$ cat src/rtl/gru_pkg.sv
`default_nettype none

package gru_pkg;

    // status of an iterative arithmetic unit
    typedef struct packed {
        logic busy;
        logic done;
    } t_iter_stat;

endpackage

`default_nettype wire

$ cat src/rtl/gru_mul.sv
`default_nettype none

module gru_mul #(
    parameter int MW = 32
) (
    input  logic                   i_clk,
    input  logic signed [MW-1:0]   i_a,
    input  logic signed [MW-1:0]   i_b,
    output logic signed [2*MW-1:0] o_prod
);

    logic signed [2*MW-1:0] r_prod;

    // one registered product per cycle
    always_ff @(posedge i_clk) begin
        r_prod <= i_a * i_b;
    end

    assign o_prod = r_prod;

endmodule

`default_nettype wire

$ cat src/rtl/gru_sqrt.sv
`default_nettype none

module gru_sqrt #(
    parameter int DW = 32
) (
    input  logic                  i_clk,
    input  logic                  i_rst_n,
    input  logic                  i_start,
    input  logic [2*DW-1:0]       i_radicand,
    output logic [DW-1:0]         o_root,
    output gru_pkg::t_iter_stat   o_stat
);

    import gru_pkg::*;

    localparam int RW   = DW + 2;
    localparam int SW   = DW + 4;
    localparam int CNTW = $clog2(DW);

    logic            r_busy, n_busy;
    logic            r_done, n_done;
    logic [CNTW-1:0] r_cnt, n_cnt;
    logic [2*DW-1:0] r_rad, n_rad;
    logic [RW-1:0]   r_rem, n_rem;
    logic [DW-1:0]   r_root, n_root;
    logic [SW-1:0]   w_shift;
    logic [SW-1:0]   w_trial;
    logic            w_round;

    // two radicand bits per step, one root bit per step
    assign w_shift = {r_rem, r_rad[2*DW-1:2*DW-2]};
    assign w_trial = {RW'(r_root), 2'b01};

    always_comb begin
        n_busy = r_busy;
        n_done = 1'b0;
        n_cnt  = r_cnt;
        n_rad  = r_rad;
        n_rem  = r_rem;
        n_root = r_root;
        if (r_busy) begin
            n_rad = {r_rad[2*DW-3:0], 2'b00};
            if (w_shift >= w_trial) begin
                n_rem  = RW'(w_shift - w_trial);
                n_root = {r_root[DW-2:0], 1'b1};
            end else begin
                n_rem  = RW'(w_shift);
                n_root = {r_root[DW-2:0], 1'b0};
            end
            if (r_cnt == '0) begin
                n_busy = 1'b0;
                n_done = 1'b1;
            end else begin
                n_cnt = r_cnt - 1'b1;
            end
        end else if (i_start) begin
            n_busy = 1'b1;
            n_cnt  = CNTW'(DW - 1);
            n_rad  = i_radicand;
            n_rem  = '0;
            n_root = '0;
        end
    end

    always_ff @(posedge i_clk) begin
        if (!i_rst_n) begin
            r_busy <= 1'b0;
            r_done <= 1'b0;
        end else begin
            r_busy <= n_busy;
            r_done <= n_done;
        end
        r_cnt  <= n_cnt;
        r_rad  <= n_rad;
        r_rem  <= n_rem;
        r_root <= n_root;
    end

    // round to nearest: remainder above the floor root
    assign w_round     = r_rem > RW'(r_root);
    assign o_root      = r_root + DW'(w_round);
    assign o_stat.busy = r_busy;
    assign o_stat.done = r_done;

endmodule

`default_nettype wire

$ cat src/rtl/gru_div.sv
`default_nettype none

module gru_div #(
    parameter int DW = 32,
    parameter int CF = 30
) (
    input  logic                  i_clk,
    input  logic                  i_rst_n,
    input  logic                  i_start,
    input  logic [DW-1:0]         i_mag,
    input  logic [DW-1:0]         i_divisor,
    output logic [CF:0]           o_quot,
    output gru_pkg::t_iter_stat   o_stat
);

    import gru_pkg::*;

    localparam int NW   = DW + CF + 1;
    localparam int CNTW = $clog2(CF + 1);

    logic            r_busy, n_busy;
    logic            r_done, n_done;
    logic [CNTW-1:0] r_cnt, n_cnt;
    logic [DW-1:0]   r_rem, n_rem;
    logic [CF:0]     r_low, n_low;
    logic [CF:0]     r_quot, n_quot;
    logic [DW-1:0]   r_div, n_div;
    logic [NW-1:0]   w_num;
    logic [DW:0]     w_part;
    logic            w_fit;

    // rounded numerator: mag * 2^CF + divisor / 2
    assign w_num  = {1'b0, i_mag, {CF{1'b0}}} + NW'(i_divisor >> 1);
    assign w_part = {r_rem, r_low[CF]};
    assign w_fit  = w_part >= {1'b0, r_div};

    always_comb begin
        n_busy = r_busy;
        n_done = 1'b0;
        n_cnt  = r_cnt;
        n_rem  = r_rem;
        n_low  = r_low;
        n_quot = r_quot;
        n_div  = r_div;
        if (r_busy) begin
            n_low  = {r_low[CF-1:0], 1'b0};
            n_quot = {r_quot[CF-1:0], w_fit};
            if (w_fit) begin
                n_rem = DW'(w_part - {1'b0, r_div});
            end else begin
                n_rem = DW'(w_part);
            end
            if (r_cnt == '0) begin
                n_busy = 1'b0;
                n_done = 1'b1;
            end else begin
                n_cnt = r_cnt - 1'b1;
            end
        end else if (i_start) begin
            // quotient stays below 2^(CF+1), so the top bits start below the divisor
            n_busy = 1'b1;
            n_cnt  = CNTW'(CF);
            n_rem  = w_num[NW-1:CF+1];
            n_low  = w_num[CF:0];
            n_quot = '0;
            n_div  = i_divisor;
        end
    end

    always_ff @(posedge i_clk) begin
        if (!i_rst_n) begin
            r_busy <= 1'b0;
            r_done <= 1'b0;
        end else begin
            r_busy <= n_busy;
            r_done <= n_done;
        end
        r_cnt  <= n_cnt;
        r_rem  <= n_rem;
        r_low  <= n_low;
        r_quot <= n_quot;
        r_div  <= n_div;
    end

    assign o_quot      = r_quot;
    assign o_stat.busy = r_busy;
    assign o_stat.done = r_done;

endmodule

`default_nettype wire

$ cat src/rtl/givens_rotation_unit.sv
// channel  direction  handshake                  payload
// in       sink       i_in_valid / o_in_ready    i_action, i_first_value, i_second_value
// out      source     o_out_valid / i_out_ready  o_first_result, o_second_result,
//                                                o_degenerate, o_saturated
//
// rotate or zero-pair set-up: the result passes five multiplier slots, then the output register
// set-up beat: the result also waits for the bit-serial square root and the two bit-serial
//   divisions sharing one divider
// one beat at a time: o_in_ready is low from accept until the result beat is taken
// a stalled result holds its payload; i_rst_n (synchronous) restores the identity rotation
`default_nettype none

module givens_rotation_unit #(
    parameter int DATA_WIDTH     = 32,
    parameter int COEF_FRAC_BITS = 30
) (
    input  logic                         i_clk,
    input  logic                         i_rst_n,
    input  logic                         i_in_valid,
    output logic                         o_in_ready,
    input  logic                         i_action,
    input  logic signed [DATA_WIDTH-1:0] i_first_value,
    input  logic signed [DATA_WIDTH-1:0] i_second_value,
    output logic                         o_out_valid,
    input  logic                         i_out_ready,
    output logic signed [DATA_WIDTH-1:0] o_first_result,
    output logic signed [DATA_WIDTH-1:0] o_second_result,
    output logic                         o_degenerate,
    output logic                         o_saturated
);

    import gru_pkg::*;

    localparam int DW = DATA_WIDTH;
    localparam int CF = COEF_FRAC_BITS;
    localparam int CW = CF + 2;               // signed Q1.CF coefficient
    localparam int MW = (DW > CW) ? DW : CW;  // multiplier operand width
    localparam int PW = 2 * MW + 2;           // sum-of-products width

    // sequencer states
    localparam logic [3:0] S_IDLE    = 4'd0;
    localparam logic [3:0] S_MUL     = 4'd1;
    localparam logic [3:0] S_SQ_GO   = 4'd2;
    localparam logic [3:0] S_SQ_WAIT = 4'd3;
    localparam logic [3:0] S_DC_GO   = 4'd4;
    localparam logic [3:0] S_DC_WAIT = 4'd5;
    localparam logic [3:0] S_DS_GO   = 4'd6;
    localparam logic [3:0] S_DS_WAIT = 4'd7;
    localparam logic [3:0] S_DONE    = 4'd8;

    localparam logic [2:0] K_LAST = 3'd4;
    localparam logic [PW-1:0] HALF_LSB = PW'(1) << (CF - 1);
    localparam logic [PW-1:0] NEG_LIM  = PW'(1) << (DW - 1);
    localparam logic [PW-1:0] POS_LIM  = NEG_LIM - PW'(1);
    localparam logic [DW-1:0] DATA_MAX = {1'b0, {(DW-1){1'b1}}};

    // shift a sum of products down by CF with rounding, clip to the data range
    // returns {clipped, value}
    function automatic logic [DW:0] scale_out(input logic signed [PW-1:0] t);
        logic          neg;
        logic [PW-1:0] mag;
        logic [PW-1:0] rnd;
        neg = t[PW-1];
        mag = neg ? PW'(-t) : PW'(t);
        rnd = (mag + HALF_LSB) >> CF;
        if (neg) begin
            if (rnd > NEG_LIM) begin
                scale_out = {1'b1, 1'b1, {(DW-1){1'b0}}};
            end else begin
                scale_out = {1'b0, DW'(-rnd)};
            end
        end else begin
            if (rnd > POS_LIM) begin
                scale_out = {1'b1, DATA_MAX};
            end else begin
                scale_out = {1'b0, DW'(rnd)};
            end
        end
    endfunction

    logic [3:0]            r_state, n_state;
    logic [2:0]            r_k, n_k;
    logic                  r_action;
    logic signed [DW-1:0]  r_p, r_q;
    logic signed [CW-1:0]  r_cos, r_sin;
    logic signed [PW-1:0]  r_acc, r_t0;
    logic [DW-1:0]         r_h;
    logic                  r_out_valid;
    logic signed [DW-1:0]  r_first, r_second;
    logic                  r_degen, r_sat;

    logic signed [MW-1:0]   w_mul_a, w_mul_b;
    logic signed [2*MW-1:0] w_prod;
    logic signed [PW-1:0]   w_prod_ext;
    logic                   w_zero_pair;
    logic                   w_accept;
    logic                   w_sq_start, w_div_start;
    logic [DW-1:0]          w_root;
    logic [CF:0]            w_quot;
    logic [DW-1:0]          w_div_mag;
    logic [DW-1:0]          w_mag_p, w_mag_q;
    logic signed [CW-1:0]   w_coef_c, w_coef_s;
    logic [DW:0]            w_scale0, w_scale1;
    t_iter_stat             w_sq_stat, w_div_stat;

    assign w_accept    = i_in_valid && o_in_ready;
    assign w_zero_pair = (r_p == '0) && (r_q == '0);
    assign w_prod_ext  = PW'(w_prod);
    assign w_mag_p     = r_p[DW-1] ? DW'(-r_p) : DW'(r_p);
    assign w_mag_q     = r_q[DW-1] ? DW'(-r_q) : DW'(r_q);

    // operand schedule: set-up squares p and q, rotate forms c*p, s*q, c*q, s*p
    always_comb begin
        w_mul_a = '0;
        w_mul_b = '0;
        case (r_k)
            3'd0: begin
                w_mul_a = r_action ? MW'(r_cos) : MW'(r_p);
                w_mul_b = MW'(r_p);
            end
            3'd1: begin
                w_mul_a = r_action ? MW'(r_sin) : MW'(r_q);
                w_mul_b = MW'(r_q);
            end
            3'd2: begin
                w_mul_a = r_action ? MW'(r_cos) : '0;
                w_mul_b = r_action ? MW'(r_q) : '0;
            end
            3'd3: begin
                w_mul_a = r_action ? MW'(r_sin) : '0;
                w_mul_b = r_action ? MW'(r_p) : '0;
            end
            default: begin
                w_mul_a = '0;
                w_mul_b = '0;
            end
        endcase
    end

    gru_mul #(.MW(MW)) u_mul (
        .i_clk  (i_clk),
        .i_a    (w_mul_a),
        .i_b    (w_mul_b),
        .o_prod (w_prod)
    );

    // sum of squares sits in r_t0 after the product phase
    gru_sqrt #(.DW(DW)) u_sqrt (
        .i_clk      (i_clk),
        .i_rst_n    (i_rst_n),
        .i_start    (w_sq_start),
        .i_radicand (r_t0[2*DW-1:0]),
        .o_root     (w_root),
        .o_stat     (w_sq_stat)
    );

    // one divider serves the cosine and then the sine
    assign w_div_mag = (r_state == S_DS_GO) ? w_mag_q : w_mag_p;

    gru_div #(.DW(DW), .CF(CF)) u_div (
        .i_clk     (i_clk),
        .i_rst_n   (i_rst_n),
        .i_start   (w_div_start),
        .i_mag     (w_div_mag),
        .i_divisor (r_h),
        .o_quot    (w_quot),
        .o_stat    (w_div_stat)
    );

    assign w_sq_start  = (r_state == S_SQ_GO) && !w_sq_stat.busy;
    assign w_div_start = ((r_state == S_DC_GO) || (r_state == S_DS_GO)) && !w_div_stat.busy;

    // apply the sign of the source element to the quotient
    assign w_coef_c = r_p[DW-1] ? -CW'(w_quot) : CW'(w_quot);
    assign w_coef_s = r_q[DW-1] ? -CW'(w_quot) : CW'(w_quot);

    assign w_scale0 = scale_out(r_t0);
    assign w_scale1 = scale_out(r_acc);

    always_comb begin
        n_state = r_state;
        n_k     = r_k;
        case (r_state)
            S_IDLE: begin
                if (w_accept) begin
                    n_state = S_MUL;
                    n_k     = '0;
                end
            end
            S_MUL: begin
                n_k = r_k + 1'b1;
                if (r_k == K_LAST) begin
                    if (r_action || w_zero_pair) begin
                        n_state = S_DONE;
                    end else begin
                        n_state = S_SQ_GO;
                    end
                end
            end
            S_SQ_GO: begin
                if (w_sq_stat.busy) begin
                    n_state = S_SQ_WAIT;
                end
            end
            S_SQ_WAIT: begin
                if (w_sq_stat.done) begin
                    n_state = S_DC_GO;
                end
            end
            S_DC_GO: begin
                if (w_div_stat.busy) begin
                    n_state = S_DC_WAIT;
                end
            end
            S_DC_WAIT: begin
                if (w_div_stat.done) begin
                    n_state = S_DS_GO;
                end
            end
            S_DS_GO: begin
                if (w_div_stat.busy) begin
                    n_state = S_DS_WAIT;
                end
            end
            S_DS_WAIT: begin
                if (w_div_stat.done) begin
                    n_state = S_DONE;
                end
            end
            S_DONE: begin
                n_state = S_IDLE;
            end
            default: begin
                n_state = S_IDLE;
            end
        endcase
    end

    always_ff @(posedge i_clk) begin
        if (!i_rst_n) begin
            r_state     <= S_IDLE;
            r_k         <= '0;
            r_out_valid <= 1'b0;
            r_cos       <= CW'(1) <<< CF;   // identity rotation
            r_sin       <= '0;
        end else begin
            r_state <= n_state;
            r_k     <= n_k;

            if (r_state == S_DONE) begin
                r_out_valid <= 1'b1;
            end else if (i_out_ready) begin
                r_out_valid <= 1'b0;
            end

            // zero pair restores the identity rotation
            if ((r_state == S_MUL) && (r_k == K_LAST) && !r_action && w_zero_pair) begin
                r_cos <= CW'(1) <<< CF;
                r_sin <= '0;
            end
            if ((r_state == S_DC_WAIT) && w_div_stat.done) begin
                r_cos <= w_coef_c;
            end
            if ((r_state == S_DS_WAIT) && w_div_stat.done) begin
                r_sin <= w_coef_s;
            end
        end

        if (w_accept) begin
            r_action <= i_action;
            r_p      <= i_first_value;
            r_q      <= i_second_value;
        end

        // products arrive in the cycle after their operands
        if (r_state == S_MUL) begin
            case (r_k)
                3'd1: r_acc <= w_prod_ext;
                3'd2: r_t0  <= r_acc + w_prod_ext;
                3'd3: r_acc <= w_prod_ext;
                3'd4: r_acc <= r_acc - w_prod_ext;
                default: r_acc <= r_acc;
            endcase
        end

        if ((r_state == S_SQ_WAIT) && w_sq_stat.done) begin
            r_h <= w_root;
        end

        if (r_state == S_DONE) begin
            if (r_action) begin
                r_first  <= w_scale0[DW-1:0];
                r_second <= w_scale1[DW-1:0];
                r_degen  <= 1'b0;
                r_sat    <= w_scale0[DW] | w_scale1[DW];
            end else if (w_zero_pair) begin
                r_first  <= '0;
                r_second <= '0;
                r_degen  <= 1'b1;
                r_sat    <= 1'b0;
            end else begin
                // hypotenuse clipped to the largest positive value
                r_first  <= r_h[DW-1] ? DATA_MAX : r_h;
                r_second <= '0;
                r_degen  <= 1'b0;
                r_sat    <= r_h[DW-1];
            end
        end
    end

    assign o_in_ready      = (r_state == S_IDLE) && !r_out_valid;
    assign o_out_valid     = r_out_valid;
    assign o_first_result  = r_first;
    assign o_second_result = r_second;
    assign o_degenerate    = r_degen;
    assign o_saturated     = r_sat;

endmodule

`default_nettype wire

$ cat config.mk
export PLATFORM = sky130hd
export DESIGN_NAME = givens_rotation_unit
export DESIGN_NICKNAME = d
export VERILOG_FILES = /design/src/rtl/gru_pkg.sv /design/src/rtl/gru_mul.sv /design/src/rtl/gru_sqrt.sv /design/src/rtl/gru_div.sv /design/src/rtl/givens_rotation_unit.sv
export SDC_FILE = /design/constraint.sdc
export NUM_CORES = 2
export LEC_CHECK = 0
export BUFFER_PORTS_ARGS = -buffer_cell sky130_fd_sc_hd__buf_2
export CORE_MARGIN = 4
export CORE_UTILIZATION = 50
export CTS_BUF_LIST = sky130_fd_sc_hd__clkbuf_8
export CTS_CLUSTER_DIAMETER = 120
export DETAILED_ROUTE_END_ITERATION = 6
export PLACE_DENSITY = 0.68
export SKIP_LAST_GASP = 1
export SLEW_MARGIN = 20
export SYNTH_ARGS = -nofsm -noshare
export SYNTH_HDL_FRONTEND = slang
export SYNTH_HIERARCHICAL = 1
export SYNTH_SLANG_ARGS = --single-unit
$ cat constraint.sdc
create_clock -name i_clk -period 9.75 [get_ports i_clk]
set_clock_uncertainty 0.15 [all_clocks]
set_input_delay 1.4625 -clock i_clk [delete_from_list [all_inputs] [get_ports i_clk]]
set_output_delay 1.4625 -clock i_clk [all_outputs]
set_load 0.02 [all_outputs]
==> qor.yml <==
drtAntennaViolNets: 0
reg2reg_to: "u_mul/o_prod[54]"
io_buffers: 136
cp_common_cell: "fa_1"
holdBufCountCts: 0
setup_slack_ps: 282
gp_congestion: 0.948
min_period_ps: 9470
synth_top_area_share_pct: 25.7
wl_per_cell_um: 21.9
die_w_um: 419
synthesis.area_um2: 84600
synth_top_family_by_area: "adder cells"
pre_cts_slack_ps: 154
ys_seq_area_share_pct: 23.2
drt-met1-wl_mm: 110
worstPathRequired_ps: 10290
via_count: 67369
cts_max_level: 3
yosys-top-cells-count: "1366 x inv_1, 1085 x fa_1, 1001 x nand2_1"
yosys_warnings: 6
setup_viol: 0
max_slew.worst_pin.slew_ps: 1080
synthAdderAreaFrac_pct: 31.6
grt_max_degree: 79
drv_cap: 0
crit_fanout: 26
dr.first_iter.drc_count: 6536
synth.avg_cell_area_um2: 9.20
top_layer_used: "met5"
num-fill-cells: 15196
ff2ff_path_depth: 33
r2r_slack_ps: 280
cts_tree: "done"
yosysUniqueCellTypes: 122
startpoint: "r_k[0]"
grt_pass1_vias: 67982
yosys-mux-area-fraction_pct: 0.439
critPathSlowestCell: "fa_1"
dieArea_um2: 176000
rsz0062_at_grt: "false"
ys_seq_elements: 701
synth_top_cell_by_area: "fa_1"
post-route-drc-count: 0
drive_above_1_share_pct: 7.74
start_util_pct: 50.4
min_from: "u_sqrt/r_rad[0]"
dr.pass1.iters: 6
slew_headroom_pct: 27.4
synth_fp_nets: 10751
nets: 10695
outcome: "finished, final reports clean"
synth_xor_area_share_pct: 5.97
die_h_um: 419
overflow: 0
area_delta_synth_final_pct: 7.27
core_area_um2: 168000
synth_compound_gate_area_share_pct: 13.4
ys.flop_type: "edfxtp_1"
antenna_found_initial: 4
clkSinkCount: 701
synth_area_leaders: "fa_1 26%, edfxtp_1 20%, inv_1 6.1%"
clock_path_buffers: 3
place_hpwl_mm: 196
hold_viol_final: 0
synth-simple-area-share_pct: 17.0
clkLatencyLatePin_ps: 860
cp-endpoint: "u_mul/o_prod[54]"
arrival_ps: 10010
viasPerCell: 5.88
synth_edf_count: 558
cts_made_buffers: 117
dr_wl_met2_mm: 111
ios: 137
end_kind: "register"
synth.most_common_cell: "inv_1"
fin_crit_sh_pct: 97.1
slowest_delay_ps: 560
hp-class: "register to register"
rr_startpoint: "r_k[0]"
fin_tns_setup_ps: 0
grt_pass1_wl_mm: 395
syn_inst: 9196
track_usage_pct: 28.5
worstSetupStartpointType: "register"
drv_slew: 0
root_buffer: "clkbuf_8"
fmax_mhz: 106
dr_wl_met3_mm: 21.5
clk_pin_slew_worst_paths_ps: 70
worstSetupPathType: "register to register"
wl_mm: 251
rows: 150
async_flop_share_pct: 0
routing by layer:
layer / up-vias / track usage (%)
li1: 30331 / -
met5: - / 0
met4: 2 / 8.66
met3: 477 / 5.45
met2: 2931 / 44.0
met1: 33628 / 40.9
per-stage QoR:
stage | hold slack, ps | cells | instance area (µm²) | utilization [%]
global route | 385 | 11449 | 90800 | 54.1
CTS | 339 | 11443 | 90700 | 54.0
finish | 358 | 11449 | 90800 | 54.1
floorplan | 271 | 9196 | 84600 | -
global placement | 326 | 11224 | 88100 | 52.5
detailed placement | 345 | 11224 | 88100 | 52.5
registers in the layout (all words and copies together), names as in the netlist, 3 cells and up:
signal           cells
r_acc               66
r_t0                66
u_mul/o_prod        64
u_sqrt/r_rad        64
u_sqrt/r_rem        34
o_first_result      32
o_second_result     32
r_cos               32
r_h                 32
r_p                 32
r_q                 32
r_sin               32
u_div/r_div         32
u_div/r_rem         32
u_sqrt/r_root       32
u_div/o_quot        31
u_div/r_low         31
u_div/r_cnt          5
u_sqrt/r_cnt         5
r_state              4
r_k                  3
logic make-up after synthesis:
kind of cell / Yosys count
AND/OR/NAND/NOR: 2840
buffers and inverters: 1886
AO/OA/AOI/OAI: 1672
adder cells (fa/ha/maj): 1486
flip-flops: 701
XOR/XNOR: 576
multiplexers: 35
critical path, delay by kind of cell, from the launching register on:
kind                       cells  cell delay (ps)
xor gates and xnor gates       1              140
and+or+nand+nor                2              410
adders and majority gates     10             4650
AOI/OAI and AO/OA             10             2000
buffers and inverters         10             1620
DFF                            1              360
layout make-up:
cell class              instances  area (µm²)  area share (%)
multi-input cells            6609       58100            64.0
flip-flops and latches        701       19600            21.6
inverters                    1369        5140            5.66
well taps                    2204        2760            3.04
repair buffers                342        2530            2.79
clock buffers                 120        1650            1.82
clock inverters                99         963            1.06
diodes                          5        12.5          0.0138
worst min-delay path by stage:
stage	to	slack, ps	cells past startpoint
after floorplan	u_div/r_div[0]	270	0
after detailed placement	u_div/r_low[0]	340	2
after global routing	u_sqrt/r_rad[8]	390	1
after global placement	u_sqrt/r_rad[0]	330	2
after CTS	r_acc[14]	340	2
final	u_sqrt/r_rad[0]	360	2
cell usage in the layout (no fill, tap or decap), drive strengths merged, types with 85 or more instances in the layout:
cell / netlist / routed
fa: 1085 / 1085
o21ai: 362 / 362
and2: 563 / 563
nor2b: 110 / 110
dfxtp: 143 / 143
edfxtp: 558 / 558
nand4: 85 / 85
a21oi: 422 / 422
nor3: 123 / 123
a22o: 127 / 127
inv: 1367 / 1400
clkbuf: 450 / 120
xnor2: 400 / 400
buf: 67 / 342
ha: 401 / 401
nand2: 1002 / 1002
a22oi: 99 / 99
nand3: 153 / 153
xor2: 176 / 176
nor2: 391 / 391
repair_timing:
action,4_1_cts,5_1_grt
gates resized for setup,0,26
setup endpoints to repair,0,22
setup buffers,0,1
Power is not shown: default switching activity piles up to over one toggle a cycle in this logic, so the estimate is an artifact.
